`config.mk`:
```
export PLATFORM = sky130hd
export DESIGN_NAME = helicity_quartet_asymmetry_core_flat
export DESIGN_NICKNAME = d
export VERILOG_FILES = /design/src/hw/rtl/hqa_pkg.sv /design/src/hw/rtl/hqa_in_if.sv /design/src/hw/rtl/hqa_out_if.sv /design/src/hw/rtl/hqa_div.sv /design/src/hw/rtl/hqa_datapath.sv /design/src/hw/rtl/hqa_ctrl.sv /design/src/hw/rtl/helicity_quartet_asymmetry_core.sv /design/src/flat_wrapper.sv
export SDC_FILE = /design/constraint.sdc
export NUM_CORES = 2
export LEC_CHECK = 0
export BUFFER_PORTS_ARGS = -buffer_cell sky130_fd_sc_hd__clkbuf_2
export CAP_MARGIN = 15
export CORE_UTILIZATION = 64
export DETAILED_ROUTE_END_ITERATION = 8
export GPL_TIMING_DRIVEN = 0
export MAX_ROUTING_LAYER = met4
export PLACE_DENSITY_LB_ADDON = 0.25
export SLEW_MARGIN = 20
export SYNTH_ARGS = -nofsm -noshare
export SYNTH_HDL_FRONTEND = slang
export SYNTH_SLANG_ARGS = --single-unit
```
`constraint.sdc`:
```
create_clock -name clk_i -period 10 [get_ports clk_i]
set_input_delay 1 -clock clk_i [delete_from_list [all_inputs] [get_ports clk_i]]
set_output_delay 1 -clock clk_i [all_outputs]
set_load 0.02 [all_outputs]
```
`src/hw/rtl/hqa_pkg.sv`:
```
// Shared constants, widths and control/status structs for the helicity
// quartet asymmetry core. No dependencies.
`default_nettype none

package hqa_pkg;

  // Field widths
  localparam int SCALER_W   = 32;
  localparam int ADC_W      = 12;
  localparam int GLEN_W     = 3;
  localparam int ASYM_W     = 16;
  localparam int ASYM_FRAC  = 14;

  // Arithmetic sizing
  localparam int FRAC_BITS  = 16;
  localparam int SUM_WIDTH  = 48;

  // Yield dividend: |dcoinc - daccid| scaled by 2^FRAC_BITS
  localparam int YNUM_W     = SCALER_W + FRAC_BITS;
  // Group dividend: |num_sum| scaled by 2^ASYM_FRAC
  localparam int GNUM_W     = SUM_WIDTH + ASYM_FRAC;
  // Shared divider sizing
  localparam int DIV_NW     = (YNUM_W > GNUM_W) ? YNUM_W : GNUM_W;
  localparam int DIV_DW     = (SCALER_W > SUM_WIDTH) ? SCALER_W : SUM_WIDTH;
  localparam int DIV_CW     = $clog2(DIV_NW + 1);
  // Width for the yield clip compare
  localparam int YCMP_W     = (YNUM_W > SUM_WIDTH) ? YNUM_W : SUM_WIDTH;

  localparam logic [DIV_CW-1:0] YIELD_ITERS = DIV_CW'(YNUM_W);
  localparam logic [DIV_CW-1:0] GROUP_ITERS = DIV_CW'(GNUM_W);

  localparam logic [SUM_WIDTH-1:0] SUM_MAX = {1'b0, {(SUM_WIDTH-1){1'b1}}};
  localparam logic [SUM_WIDTH-1:0] SUM_MIN = {1'b1, {(SUM_WIDTH-1){1'b0}}};

  localparam int ASYM_POS_LIMIT = 2**(ASYM_W-1) - 1;
  localparam int ASYM_NEG_LIMIT = 2**(ASYM_W-1);

  // Configuration port
  localparam int CFG_IDX_W  = 1;
  localparam int CFG_DATA_W = 12;
  localparam logic [CFG_IDX_W-1:0] CFG_IDX_THRESHOLD = CFG_IDX_W'(0);
  localparam logic [CFG_IDX_W-1:0] CFG_IDX_GROUP_LEN = CFG_IDX_W'(1);

  localparam logic [ADC_W-1:0]  THRESHOLD_RESET = ADC_W'(150);
  localparam logic [GLEN_W-1:0] GROUP_LEN_RESET = GLEN_W'(4);

  // Controller -> datapath
  typedef struct packed {
    logic capture;  // input transaction: latch differences, update history
    logic err_set;  // zero charge difference
    logic yload;    // start yield division
    logic yacc;     // accumulate yield into sums
    logic gload;    // start group ratio division
    logic emit;     // write result register, clear group state
  } hqa_cmd_t;

  // Datapath -> controller
  typedef struct packed {
    logic skip;        // incoming event only primes / has no coincidence change
    logic dq_zero;     // captured charge difference is zero
    logic group_hit;   // captured event completes a group
    logic denom_zero;  // denominator sum is zero
    logic div_busy;    // shared divider iterating
  } hqa_sts_t;

endpackage

`default_nettype wire

```
`src/hw/rtl/hqa_in_if.sv`:
```
// Input event channel: valid/ready plus scaler, ADC and start-bit payload.
// Uses widths from hqa_pkg.
`default_nettype none

interface hqa_in_if;
  logic                          valid;
  logic                          ready;
  logic [hqa_pkg::SCALER_W-1:0]  coinc_count;
  logic [hqa_pkg::SCALER_W-1:0]  accid_count;
  logic [hqa_pkg::SCALER_W-1:0]  charge_count;
  logic [hqa_pkg::ADC_W-1:0]     helicity_adc;
  logic                          start_bit;

  modport source (
    output valid, coinc_count, accid_count, charge_count, helicity_adc, start_bit,
    input  ready
  );
  modport sink (
    input  valid, coinc_count, accid_count, charge_count, helicity_adc, start_bit,
    output ready
  );
endinterface

`default_nettype wire

```
`src/hw/rtl/hqa_out_if.sv`:
```
// Result channel: valid/ready plus asymmetry and flag payload.
// Uses widths from hqa_pkg.
`default_nettype none

interface hqa_out_if;
  logic                              valid;
  logic                              ready;
  logic signed [hqa_pkg::ASYM_W-1:0] asymmetry;
  logic                              div_error;
  logic                              saturated;

  modport source (
    output valid, asymmetry, div_error, saturated,
    input  ready
  );
  modport sink (
    input  valid, asymmetry, div_error, saturated,
    output ready
  );
endinterface

`default_nettype wire

```
`src/hw/rtl/hqa_div.sv`:
```
// Shared restoring divider, one quotient bit per cycle, left-aligned dividend.
// Depends on hqa_pkg for sizing.
`default_nettype none

module hqa_div (
  input  wire logic                         clk_i,
  input  wire logic                         rst_ni,
  input  wire logic                         start_i,
  input  wire logic [hqa_pkg::DIV_NW-1:0]   dividend_i,
  input  wire logic [hqa_pkg::DIV_DW-1:0]   divisor_i,
  input  wire logic [hqa_pkg::DIV_CW-1:0]   iters_i,
  output logic                              busy_o,
  output logic [hqa_pkg::DIV_NW-1:0]        quotient_o
);

  localparam int NW = hqa_pkg::DIV_NW;
  localparam int DW = hqa_pkg::DIV_DW;
  localparam int CW = hqa_pkg::DIV_CW;

  logic [NW-1:0] num_q, num_d;
  logic [DW-1:0] rem_q, rem_d;
  logic [DW-1:0] dvs_q, dvs_d;
  logic [CW-1:0] cnt_q, cnt_d;
  logic          busy_q, busy_d;

  logic [DW:0]   rem_sh;
  logic [DW:0]   trial;
  logic          take;

  always_comb begin
    rem_sh = {rem_q, num_q[NW-1]};
    trial  = rem_sh - {1'b0, dvs_q};
    take   = ~trial[DW];

    num_d  = num_q;
    rem_d  = rem_q;
    dvs_d  = dvs_q;
    cnt_d  = cnt_q;
    busy_d = busy_q;

    if (start_i) begin
      num_d  = dividend_i;
      rem_d  = '0;
      dvs_d  = divisor_i;
      cnt_d  = iters_i;
      busy_d = 1'b1;
    end else if (busy_q) begin
      num_d = {num_q[NW-2:0], take};
      rem_d = take ? trial[DW-1:0] : rem_sh[DW-1:0];
      cnt_d = cnt_q - CW'(1);
      if (cnt_q == CW'(1)) begin
        busy_d = 1'b0;
      end
    end
  end

  always_ff @(posedge clk_i or negedge rst_ni) begin
    if (!rst_ni) begin
      busy_q <= 1'b0;
      cnt_q  <= '0;
    end else begin
      busy_q <= busy_d;
      cnt_q  <= cnt_d;
    end
  end

  always_ff @(posedge clk_i) begin
    num_q <= num_d;
    rem_q <= rem_d;
    dvs_q <= dvs_d;
  end

  assign busy_o     = busy_q;
  assign quotient_o = num_q;

endmodule

`default_nettype wire

```
`src/hw/rtl/hqa_datapath.sv`:
```
// Datapath: scaler history, yield and group sums, config registers, result register.
// Depends on hqa_pkg and hqa_div.
`default_nettype none

module hqa_datapath (
  input  wire logic                                clk_i,
  input  wire logic                                rst_ni,
  input  wire hqa_pkg::hqa_cmd_t                   cmd_i,
  output hqa_pkg::hqa_sts_t                        sts_o,
  input  wire logic                                cfg_we_i,
  input  wire logic [hqa_pkg::CFG_IDX_W-1:0]       cfg_idx_i,
  input  wire logic [hqa_pkg::CFG_DATA_W-1:0]      cfg_wdata_i,
  input  wire logic [hqa_pkg::SCALER_W-1:0]        coinc_i,
  input  wire logic [hqa_pkg::SCALER_W-1:0]        accid_i,
  input  wire logic [hqa_pkg::SCALER_W-1:0]        charge_i,
  input  wire logic [hqa_pkg::ADC_W-1:0]           adc_i,
  input  wire logic                                start_i,
  output logic signed [hqa_pkg::ASYM_W-1:0]        asym_o,
  output logic                                     div_error_o,
  output logic                                     saturated_o
);

  localparam int SW = hqa_pkg::SUM_WIDTH;
  localparam int XW = hqa_pkg::SCALER_W;
  localparam int GW = hqa_pkg::GLEN_W;
  localparam int AW = hqa_pkg::ASYM_W;
  localparam int NW = hqa_pkg::DIV_NW;
  localparam int DW = hqa_pkg::DIV_DW;
  localparam int CW = hqa_pkg::DIV_CW;
  localparam int YW = hqa_pkg::YNUM_W;
  localparam int QW = hqa_pkg::GNUM_W;
  localparam int MW = hqa_pkg::YCMP_W;

  function automatic logic [SW-1:0] sat_add(input logic [SW-1:0] a, input logic [SW-1:0] b);
    logic [SW:0] s;
    s = {a[SW-1], a} + {b[SW-1], b};
    if (s[SW] != s[SW-1]) begin
      sat_add = s[SW] ? hqa_pkg::SUM_MIN : hqa_pkg::SUM_MAX;
    end else begin
      sat_add = s[SW-1:0];
    end
  endfunction

  // Config
  logic [hqa_pkg::ADC_W-1:0] thr_q;
  logic [GW-1:0]             glen_q;

  // History and group state
  logic [XW-1:0] prev_c_q, prev_a_q, prev_q_q;
  logic          primed_q;
  logic [GW-1:0] gc_q, gc_next;
  logic          hit_q;
  logic [SW-1:0] num_q, den_q;
  logic          sticky_q;

  // Per-event working registers
  logic [XW-1:0] dc_q, da_q, dq_q;
  logic          hel_q;
  logic          yneg_q;
  logic          gneg_q;

  // Result register
  logic [AW-1:0] asym_q;
  logic          err_q;
  logic          sat_q;

  // Divider hookup
  logic          div_start;
  logic [NW-1:0] div_dividend;
  logic [DW-1:0] div_divisor;
  logic [CW-1:0] div_iters;
  logic          div_busy;
  logic [NW-1:0] div_quo;

  // Yield prep
  logic [XW:0]   dd;
  logic [XW:0]   dd_abs;
  logic [XW-1:0] dq_abs;
  logic [NW-1:0] y_dividend;

  // Group prep
  logic [SW-1:0] num_abs, den_abs;
  logic [NW-1:0] g_dividend;

  // Yield accumulate
  logic [MW-1:0] qy_ext;
  logic [SW-1:0] ymag, yval, ynum;

  // Group result
  logic [QW-1:0] qg;
  logic [AW-1:0] asym_d;
  logic          sat_d;

  always_comb begin
    gc_next = start_i ? (gc_q + GW'(1)) : GW'(1);

    dd      = {dc_q[XW-1], dc_q} - {da_q[XW-1], da_q};
    dd_abs  = dd[XW] ? -dd : dd;
    dq_abs  = dq_q[XW-1] ? -dq_q : dq_q;
    y_dividend = NW'(dd_abs[XW-1:0]) << (NW - XW);

    num_abs = num_q[SW-1] ? -num_q : num_q;
    den_abs = den_q[SW-1] ? -den_q : den_q;
    g_dividend = NW'(num_abs) << (NW - SW);

    div_start    = cmd_i.yload | cmd_i.gload;
    div_dividend = cmd_i.gload ? g_dividend : y_dividend;
    div_divisor  = cmd_i.gload ? DW'(den_abs) : DW'(dq_abs);
    div_iters    = cmd_i.gload ? hqa_pkg::GROUP_ITERS : hqa_pkg::YIELD_ITERS;

    // Yield clipped to the sum range, signed, then gated by helicity
    qy_ext = MW'(div_quo[YW-1:0]);
    ymag   = (qy_ext > MW'(hqa_pkg::SUM_MAX)) ? hqa_pkg::SUM_MAX : qy_ext[SW-1:0];
    yval   = yneg_q ? -ymag : ymag;
    ynum   = hel_q ? yval : -yval;

    // Group ratio, saturated to Q2.14
    qg = div_quo[QW-1:0];
    if (!gneg_q && (qg > QW'(hqa_pkg::ASYM_POS_LIMIT))) begin
      asym_d = AW'(hqa_pkg::ASYM_POS_LIMIT);
      sat_d  = 1'b1;
    end else if (gneg_q && (qg > QW'(hqa_pkg::ASYM_NEG_LIMIT))) begin
      asym_d = {1'b1, {(AW-1){1'b0}}};
      sat_d  = 1'b1;
    end else begin
      asym_d = gneg_q ? -qg[AW-1:0] : qg[AW-1:0];
      sat_d  = 1'b0;
    end
  end

  hqa_div u_div (
    .clk_i      (clk_i),
    .rst_ni     (rst_ni),
    .start_i    (div_start),
    .dividend_i (div_dividend),
    .divisor_i  (div_divisor),
    .iters_i    (div_iters),
    .busy_o     (div_busy),
    .quotient_o (div_quo)
  );

  // Control state
  always_ff @(posedge clk_i or negedge rst_ni) begin
    if (!rst_ni) begin
      thr_q    <= hqa_pkg::THRESHOLD_RESET;
      glen_q   <= hqa_pkg::GROUP_LEN_RESET;
      prev_c_q <= '0;
      prev_a_q <= '0;
      prev_q_q <= '0;
      primed_q <= 1'b0;
      gc_q     <= '0;
      hit_q    <= 1'b0;
      num_q    <= '0;
      den_q    <= '0;
      sticky_q <= 1'b0;
    end else begin
      if (cfg_we_i) begin
        case (cfg_idx_i)
          hqa_pkg::CFG_IDX_THRESHOLD: thr_q  <= cfg_wdata_i[hqa_pkg::ADC_W-1:0];
          hqa_pkg::CFG_IDX_GROUP_LEN: glen_q <= cfg_wdata_i[GW-1:0];
          default: ;
        endcase
      end
      if (cmd_i.capture) begin
        prev_c_q <= coinc_i;
        prev_a_q <= accid_i;
        prev_q_q <= charge_i;
        primed_q <= 1'b1;
        if (!sts_o.skip) begin
          gc_q  <= gc_next;
          hit_q <= (gc_next == glen_q);
        end
      end
      if (cmd_i.err_set) begin
        sticky_q <= 1'b1;
      end
      if (cmd_i.yacc) begin
        num_q <= sat_add(num_q, ynum);
        den_q <= sat_add(den_q, yval);
      end
      if (cmd_i.emit) begin
        num_q    <= '0;
        den_q    <= '0;
        gc_q     <= '0;
        sticky_q <= 1'b0;
      end
    end
  end

  // Working and result payload
  always_ff @(posedge clk_i) begin
    if (cmd_i.capture) begin
      dc_q  <= coinc_i - prev_c_q;
      da_q  <= accid_i - prev_a_q;
      dq_q  <= charge_i - prev_q_q;
      hel_q <= (adc_i > thr_q);
    end
    if (cmd_i.yload) begin
      yneg_q <= dd[XW] ^ dq_q[XW-1];
    end
    if (cmd_i.gload) begin
      gneg_q <= num_q[SW-1] ^ den_q[SW-1];
    end
    if (cmd_i.emit) begin
      if (den_q == '0) begin
        asym_q <= '0;
        err_q  <= 1'b1;
        sat_q  <= 1'b0;
      end else begin
        asym_q <= asym_d;
        err_q  <= sticky_q;
        sat_q  <= sat_d;
      end
    end
  end

  always_comb begin
    sts_o.skip       = ~primed_q | (coinc_i == prev_c_q);
    sts_o.dq_zero    = (dq_q == '0);
    sts_o.group_hit  = hit_q;
    sts_o.denom_zero = (den_q == '0);
    sts_o.div_busy   = div_busy;
  end

  assign asym_o      = asym_q;
  assign div_error_o = err_q;
  assign saturated_o = sat_q;

endmodule

`default_nettype wire

```
`src/hw/rtl/hqa_ctrl.sv`:
```
// Event sequencer: input handshake, divider sequencing, output valid.
// Depends on hqa_pkg.
`default_nettype none

module hqa_ctrl (
  input  wire logic              clk_i,
  input  wire logic              rst_ni,
  input  wire logic              in_valid_i,
  output logic                   in_ready_o,
  input  wire logic              out_ready_i,
  output logic                   out_valid_o,
  input  wire hqa_pkg::hqa_sts_t sts_i,
  output hqa_pkg::hqa_cmd_t      cmd_o
);

  typedef enum logic [6:0] {
    ST_IDLE  = 7'b0000001,
    ST_PREP  = 7'b0000010,
    ST_YDIV  = 7'b0000100,
    ST_YACC  = 7'b0001000,
    ST_GPREP = 7'b0010000,
    ST_GDIV  = 7'b0100000,
    ST_EMIT  = 7'b1000000
  } hqa_state_e;

  hqa_state_e state_q, state_d;
  logic       out_valid_q, out_valid_d;

  always_comb begin
    state_d    = state_q;
    cmd_o      = '0;
    in_ready_o = 1'b0;

    case (state_q)
      ST_IDLE: begin
        in_ready_o = 1'b1;
        if (in_valid_i) begin
          cmd_o.capture = 1'b1;
          if (!sts_i.skip) begin
            state_d = ST_PREP;
          end
        end
      end
      ST_PREP: begin
        if (sts_i.dq_zero) begin
          cmd_o.err_set = 1'b1;
          state_d = sts_i.group_hit ? ST_GPREP : ST_IDLE;
        end else begin
          cmd_o.yload = 1'b1;
          state_d = ST_YDIV;
        end
      end
      ST_YDIV: begin
        if (!sts_i.div_busy) begin
          state_d = ST_YACC;
        end
      end
      ST_YACC: begin
        cmd_o.yacc = 1'b1;
        state_d = sts_i.group_hit ? ST_GPREP : ST_IDLE;
      end
      ST_GPREP: begin
        if (sts_i.denom_zero) begin
          state_d = ST_EMIT;
        end else begin
          cmd_o.gload = 1'b1;
          state_d = ST_GDIV;
        end
      end
      ST_GDIV: begin
        if (!sts_i.div_busy) begin
          state_d = ST_EMIT;
        end
      end
      ST_EMIT: begin
        // wait for the result register to free up
        if (!out_valid_q || out_ready_i) begin
          cmd_o.emit = 1'b1;
          state_d = ST_IDLE;
        end
      end
      default: begin
        state_d = ST_IDLE;
      end
    endcase

    if (cmd_o.emit) begin
      out_valid_d = 1'b1;
    end else if (out_ready_i) begin
      out_valid_d = 1'b0;
    end else begin
      out_valid_d = out_valid_q;
    end
  end

  always_ff @(posedge clk_i or negedge rst_ni) begin
    if (!rst_ni) begin
      state_q     <= ST_IDLE;
      out_valid_q <= 1'b0;
    end else begin
      state_q     <= state_d;
      out_valid_q <= out_valid_d;
    end
  end

  assign out_valid_o = out_valid_q;

endmodule

`default_nettype wire

```
`src/hw/rtl/helicity_quartet_asymmetry_core.sv`:
```
// Top level of the helicity quartet asymmetry core: controller, datapath, channels.
// Depends on hqa_pkg, hqa_in_if, hqa_out_if, hqa_ctrl, hqa_datapath.
//
// Usage:
//   in_ch carries one scaler event per transaction (valid & ready). out_ch
//   carries one group asymmetry result per completed group. The config port
//   (cfg_we_i, cfg_idx_i, cfg_wdata_i) writes helicity_threshold (index 0)
//   or group_length (index 1); write only while the core is idle.
// Sequencing:
//   An event that only primes the history, or has no coincidence change,
//   is finished at capture. A counted event steps through capture, prep,
//   the yield division (one quotient bit per cycle in the shared restoring
//   divider) and accumulate; a zero charge step skips the division and
//   sets the error flag instead. An event that closes a group then runs the
//   group ratio on the same divider, or goes straight to emit when the
//   denominator is zero.
//   The divider is the rate limiter; events are handled one at a time.
// Reset (rst_ni low, async): history, sums, group counter, error flag and
//   config registers return to their reset values; no result is pending.
// Stall: the result sits in the output register until taken; the next event
//   is accepted meanwhile. Only a second group result waits for the slot.
`default_nettype none

module helicity_quartet_asymmetry_core (
  input  wire logic                            clk_i,
  input  wire logic                            rst_ni,
  hqa_in_if.sink                               in_ch,
  hqa_out_if.source                            out_ch,
  input  wire logic                            cfg_we_i,
  input  wire logic [hqa_pkg::CFG_IDX_W-1:0]   cfg_idx_i,
  input  wire logic [hqa_pkg::CFG_DATA_W-1:0]  cfg_wdata_i
);

  hqa_pkg::hqa_cmd_t cmd;
  hqa_pkg::hqa_sts_t sts;

  logic in_ready;
  logic out_valid;

  // Sequencer
  hqa_ctrl u_ctrl (
    .clk_i       (clk_i),
    .rst_ni      (rst_ni),
    .in_valid_i  (in_ch.valid),
    .in_ready_o  (in_ready),
    .out_ready_i (out_ch.ready),
    .out_valid_o (out_valid),
    .sts_i       (sts),
    .cmd_o       (cmd)
  );

  // Arithmetic, history and result register
  hqa_datapath u_dp (
    .clk_i       (clk_i),
    .rst_ni      (rst_ni),
    .cmd_i       (cmd),
    .sts_o       (sts),
    .cfg_we_i    (cfg_we_i),
    .cfg_idx_i   (cfg_idx_i),
    .cfg_wdata_i (cfg_wdata_i),
    .coinc_i     (in_ch.coinc_count),
    .accid_i     (in_ch.accid_count),
    .charge_i    (in_ch.charge_count),
    .adc_i       (in_ch.helicity_adc),
    .start_i     (in_ch.start_bit),
    .asym_o      (out_ch.asymmetry),
    .div_error_o (out_ch.div_error),
    .saturated_o (out_ch.saturated)
  );

  assign in_ch.ready  = in_ready;
  assign out_ch.valid = out_valid;

  // No new event while the divider is still iterating
  a_ready_not_busy: assert property (@(posedge clk_i) disable iff (!rst_ni)
    in_ready |-> !sts.div_busy)
    else $error("input ready while divider busy");

  // Divider is never restarted mid-operation
  a_no_restart: assert property (@(posedge clk_i) disable iff (!rst_ni)
    (cmd.yload || cmd.gload) |-> !sts.div_busy)
    else $error("divider started while busy");

  // A new result only appears through an emit
  a_valid_from_emit: assert property (@(posedge clk_i) disable iff (!rst_ni)
    $rose(out_valid) |-> $past(cmd.emit))
    else $error("output valid without emit");

  // Zero denominator gives a zero, flagged, unsaturated result
  a_zero_denom: assert property (@(posedge clk_i) disable iff (!rst_ni)
    (cmd.emit && sts.denom_zero) |=>
      (out_ch.asymmetry == '0) && out_ch.div_error && !out_ch.saturated)
    else $error("zero denominator result wrong");

endmodule

`default_nettype wire

```
`src/flat_wrapper.sv`:
```
// flat-port wrapper written by rule: the top's interface ports become plain ports
module helicity_quartet_asymmetry_core_flat 
  (clk_i, rst_ni, cfg_we_i, cfg_idx_i, cfg_wdata_i, in_ch_valid, in_ch_coinc_count, in_ch_accid_count, in_ch_charge_count, in_ch_helicity_adc, in_ch_start_bit, in_ch_ready, out_ch_valid, out_ch_asymmetry, out_ch_div_error, out_ch_saturated, out_ch_ready);
  hqa_in_if in_ch_i ();
  hqa_out_if out_ch_i ();
  input  wire logic clk_i;
  input  wire logic rst_ni;
  input  wire logic cfg_we_i;
  input  wire logic [hqa_pkg::CFG_IDX_W-1:0] cfg_idx_i;
  input  wire logic [hqa_pkg::CFG_DATA_W-1:0] cfg_wdata_i;
  input wire logic [$bits(in_ch_i.valid)-1:0] in_ch_valid;
  input wire logic [$bits(in_ch_i.coinc_count)-1:0] in_ch_coinc_count;
  input wire logic [$bits(in_ch_i.accid_count)-1:0] in_ch_accid_count;
  input wire logic [$bits(in_ch_i.charge_count)-1:0] in_ch_charge_count;
  input wire logic [$bits(in_ch_i.helicity_adc)-1:0] in_ch_helicity_adc;
  input wire logic [$bits(in_ch_i.start_bit)-1:0] in_ch_start_bit;
  output wire logic [$bits(in_ch_i.ready)-1:0] in_ch_ready;
  output wire logic [$bits(out_ch_i.valid)-1:0] out_ch_valid;
  output wire logic [$bits(out_ch_i.asymmetry)-1:0] out_ch_asymmetry;
  output wire logic [$bits(out_ch_i.div_error)-1:0] out_ch_div_error;
  output wire logic [$bits(out_ch_i.saturated)-1:0] out_ch_saturated;
  input wire logic [$bits(out_ch_i.ready)-1:0] out_ch_ready;
  assign in_ch_i.valid = in_ch_valid;
  assign in_ch_i.coinc_count = in_ch_coinc_count;
  assign in_ch_i.accid_count = in_ch_accid_count;
  assign in_ch_i.charge_count = in_ch_charge_count;
  assign in_ch_i.helicity_adc = in_ch_helicity_adc;
  assign in_ch_i.start_bit = in_ch_start_bit;
  assign in_ch_ready = in_ch_i.ready;
  assign out_ch_valid = out_ch_i.valid;
  assign out_ch_asymmetry = out_ch_i.asymmetry;
  assign out_ch_div_error = out_ch_i.div_error;
  assign out_ch_saturated = out_ch_i.saturated;
  assign out_ch_i.ready = out_ch_ready;
  helicity_quartet_asymmetry_core u_core (.clk_i(clk_i), .rst_ni(rst_ni), .in_ch(in_ch_i), .out_ch(out_ch_i), .cfg_we_i(cfg_we_i), .cfg_idx_i(cfg_idx_i), .cfg_wdata_i(cfg_wdata_i));
endmodule
```
==> Implementation_results.wiki <==
{| class="wikitable"
! Metric !! Value
|-
| Result of the run || completed
|-
| Iteration-0 DRC count of the detailed router || 3,996
|-
| Final setup skew || 0.0219 ns
|-
| Final worst-path cycle share || 0.951
|-
| Clock latency reported for the late side of the worst-skew pair || 0.64 ns
|-
| Crit path buf inv count || 9
|-
| Crit Reg-Reg Startpoint || u_core.u_dp.u_div.quotient_o[47]
|-
| Cell type with the highest occurrence count on the critical path || clkbuf_2
|-
| GRT Overall Usage || 0.386
|-
| Sequential area share after synthesis || 0.340
|-
| Net count, final || 5,396
|-
| Worst Reg-to-Reg Cells || 32
|-
| DRC || 0
|-
| Critical path's top delay family || buffers and inverters
|-
| Cell chosen for the clock root || clkbuf_16
|-
| Final critical path time including I/O delays and setup || 9.51 ns
|-
| Number of flops mapped to enable cells by yosys || 227
|-
| Number of search-and-repair iterations in the first detailed-routing pass || 6
|-
| Share of cells above drive strength 1 || 0.0666
|-
| Setup slack on the worst flop-to-flop path || 0.49 ns
|-
| Global-route wire length before repair || 186 mm
|-
| Weighted congestion at the end of routability-driven global placement || 1.04
|-
| Final non-filler cell total || 5,801
|-
| Area share of the largest cell type after synthesis || 0.172
|-
| Reg-to-reg critical path endpoint || u_core.u_dp.num_q[33]
|-
| Most used flip-flop cell after synthesis || edfxtp_1
|-
| Worst-Margin Slew || 1.25 ns
|-
| Multi-input gate area || 24,400 um2
|-
| Cell Area, Synth || 39,700 um2
|-
| Sum of overflow across all layers after global routing || 0
|-
| Most instantiated cells after synthesis || o21ai_0 (510), nand2_1 (499), nor2_1 (434)
|-
| Delay of the slowest cell on the worst path || 0.60 ns
|-
| Post-route setup slack || 0.495 ns
|-
| Cell type of the slowest stage on the worst timing path || or4_4
|-
| Highest Clock Rate || 0.105 GHz
|-
| Library cell with the largest summed area after synthesis || edfxtp_1
|-
| Setup Buffers After CTS || 0
|-
| Class of the most critical hold timing path || in2async
|-
| Critical-path maximum fanout || 19
|-
| Die Area || 63,100 um2
|-
| Hold Violations, Final || 0
|-
| Final-layout setup total negative slack || 0 ns
|-
| Required time at the endpoint of the critical path || 10.54 ns
|-
| Standard cell core area || 60,800 um2
|-
| Area Growth Syn to Fin || 9.56%
|-
| Synthesized netlist net count || 5,185
|-
| Maximum number of pins on one net before global-route repair || 84
|-
| Register area || 13,500 um2
|-
| CTS tree || yes
|-
| Post-synthesis area per instance || 8.35 um2
|-
| Quantity of I/O buffers inserted on ports || 146
|-
| Number of warning messages in the yosys log || 0
|-
| Detailed-route via count || 36,900
|-
| Vias/cell || 6.37
|-
| Clock Sinks || 503
|-
| Clock slew seen by the registers of the worst setup and hold paths || 0.06 ns
|-
| #FFs+latches synth || 503
|-
| Library cell with the highest instance count after synthesis || o21ai_0
|-
| Unrepaired setup endpoints after global routing || false
|-
| DP Wirelength || 91.7 mm
|-
| Fraction of registers with async set or reset after synthesis || 0.453
|-
| TritonCTS buffer count || 58
|-
| Total length of routed wires || 120 mm
|-
| # placed instances || 5,691
|-
| Worst-case headroom to the max-slew limit || 0.164
|-
| Floorplan die height || 251 um
|-
| Cell types occupying the most area after synthesis || edfxtp_1 (17%), dfrtp_1 (14%), ha_1 (9.3%), o21ai_0 (6.4%), xnor2_1 (5.3%)
|-
| Initial cell density of the core || 0.653
|-
| Final number of max-transition violations || 0
|-
| Die span in x || 251 um
|-
| Top Ports || 147
|-
| Number of nets still failing antenna checks after routing || 0
|-
| Filler cell count in the final layout || 4,806
|-
| DR WL/cell || 20.8 um
|-
| Kind of start point of the critical path || flop
|-
| Antenna violations before repair || 2
|-
| Library cells used by synthesis || 98
|-
| Path type of the worst setup path || reg2reg
|-
| Maximum clock path buffer count || 3
|-
| Worst slack, placed || -0.656 ns
|-
| Row cnt || 90
|-
| Worst Path Arrival || 10.04 ns
|-
| H-tree levels || 2
|-
| Endpoint class of the critical path || flop
|-
| Number of standard cells after synthesis || 4,757
|-
| Max capacitance violation total || 0
|-
| Vias in the first global route || 34,000
|-
| # setup viols final || 0
|}
[cells by family (layout without fill, tap and decap cells)]
| family | count (synthesis) | count (layout) | share of synthesized area |
|---|---|---|---|
| flops | 503 | 503 | 0.340 |
| compound gates | 1436 | 1436 | 0.221 |
| other cells | 0 | 2 | 0 |
| xor+xnor | 460 | 460 | 0.101 |
| fa+ha+maj | 301 | 301 | 0.0961 |
| mux | 53 | 53 | 0.0137 |
| buf+inv | 489 | 749 | 0.0471 |
| simple gates | 1515 | 1515 | 0.181 |
[registers in the layout, summed over array words and instances, names as in the netlist, 6 cells and up]
name	count
u_core.u_dp.dc_q	32
u_core.u_dp.dq_q	32
u_core.u_dp.u_div.dvs_q	48
u_core.u_dp.asym_o	16
u_core.u_dp.den_q	48
u_core.u_dp.prev_q_q	32
u_core.u_dp.u_div.rem_q	48
u_core.u_dp.u_div.quotient_o	62
u_core.u_dp.da_q	32
u_core.u_dp.prev_a_q	32
u_core.u_dp.thr_q	12
u_core.u_dp.u_div.cnt_q	6
u_core.u_dp.prev_c_q	32
u_core.u_dp.num_q	48
u_core.u_ctrl.state_q	7
[per-stage QoR]
step / area (um2) / utilization / hold WS (ns)
finish: 43500 / 0.716 / 0.378
global route: 43500 / 0.716 / 0.432
CTS: 43500 / 0.716 / 0.397
detailed placement: 41600 / 0.684 / 0.454
global placement: 41400 / 0.681 / 0.450
floorplan: 39700 / - / 0.435
[layout by cell type, fill, tap and decap left out, types with 42 or more instances in the layout]
cell,n
xor2_1,219
nor2b_1,49
nand2b_1,61
clkbuf_1,172
o21ai_0,510
a211oi_1,54
edfxtp_1,227
dfxtp_1,48
ha_1,294
nand3_1,79
o31ai_1,60
a21o_1,143
nand2_1,498
mux2i_1,43
a21oi_1,357
a31oi_1,43
o21a_1,47
xnor2_1,241
nor3_1,80
or3_1,52
clkbuf_2,153
inv_1,285
dfrtp_1,222
clkbuf_16,61
and3_1,42
nor2_1,434
[area by class of cell]
| cell class | count | area share |
|---|---|---|
| Multi-Input combinational cell | 3765 | 0.560 |
| Clock inverter | 32 | 0.00661 |
| Clock buffer | 77 | 0.0371 |
| Tap cell | 782 | 0.0225 |
| Antenna cell | 2 | 0.000115 |
| Sequential cell | 503 | 0.310 |
| Buffer | 198 | 0.0183 |
| Inverter | 290 | 0.0250 |
| Timing Repair Buffer | 152 | 0.0201 |
[layer usage]
layer | vias to the layer above | share of wire | global-route usage
met3 | 353 | 0.086 | 0.0576
met4 | 0 | 0.053 | 0.188
li1 | 17500 | - | -
met5 | - | 0 | -
met2 | 1716 | 0.45 | 0.599
met1 | 17400 | 0.41 | 0.495
[worst max path at each step]
stage / startpoint / to / slack, ns / depth (start not counted)
floorplan: u_core.u_dp.u_div.quotient_o[47] / u_core.u_dp.num_q[36] / 2.36 / 35
global placement: u_core.u_dp.u_div.quotient_o[47] / u_core.u_dp.num_q[37] / -0.55 / 35
detailed placement: u_core.u_dp.u_div.quotient_o[47] / u_core.u_dp.num_q[38] / -0.66 / 35
CTS: u_core.u_dp.u_div.quotient_o[47] / u_core.u_dp.num_q[24] / 0.07 / 35
global route: u_core.u_dp.u_div.quotient_o[47] / u_core.u_dp.num_q[27] / 0.19 / 34
finish: u_core.u_dp.u_div.quotient_o[47] / u_core.u_dp.num_q[33] / 0.49 / 32
[repair_timing]
action / 4_1_cts / 5_1_grt
endpoints found under the setup margin: 47 / 47
endpoints found under the hold margin: 0 / 0
gates resized for setup: 5 / 8
hold buffers: 0 / 0
Power is left out: the tool's default activity adds up to more than one toggle a clock period on the data nets, which glitch-free logic cannot reach.
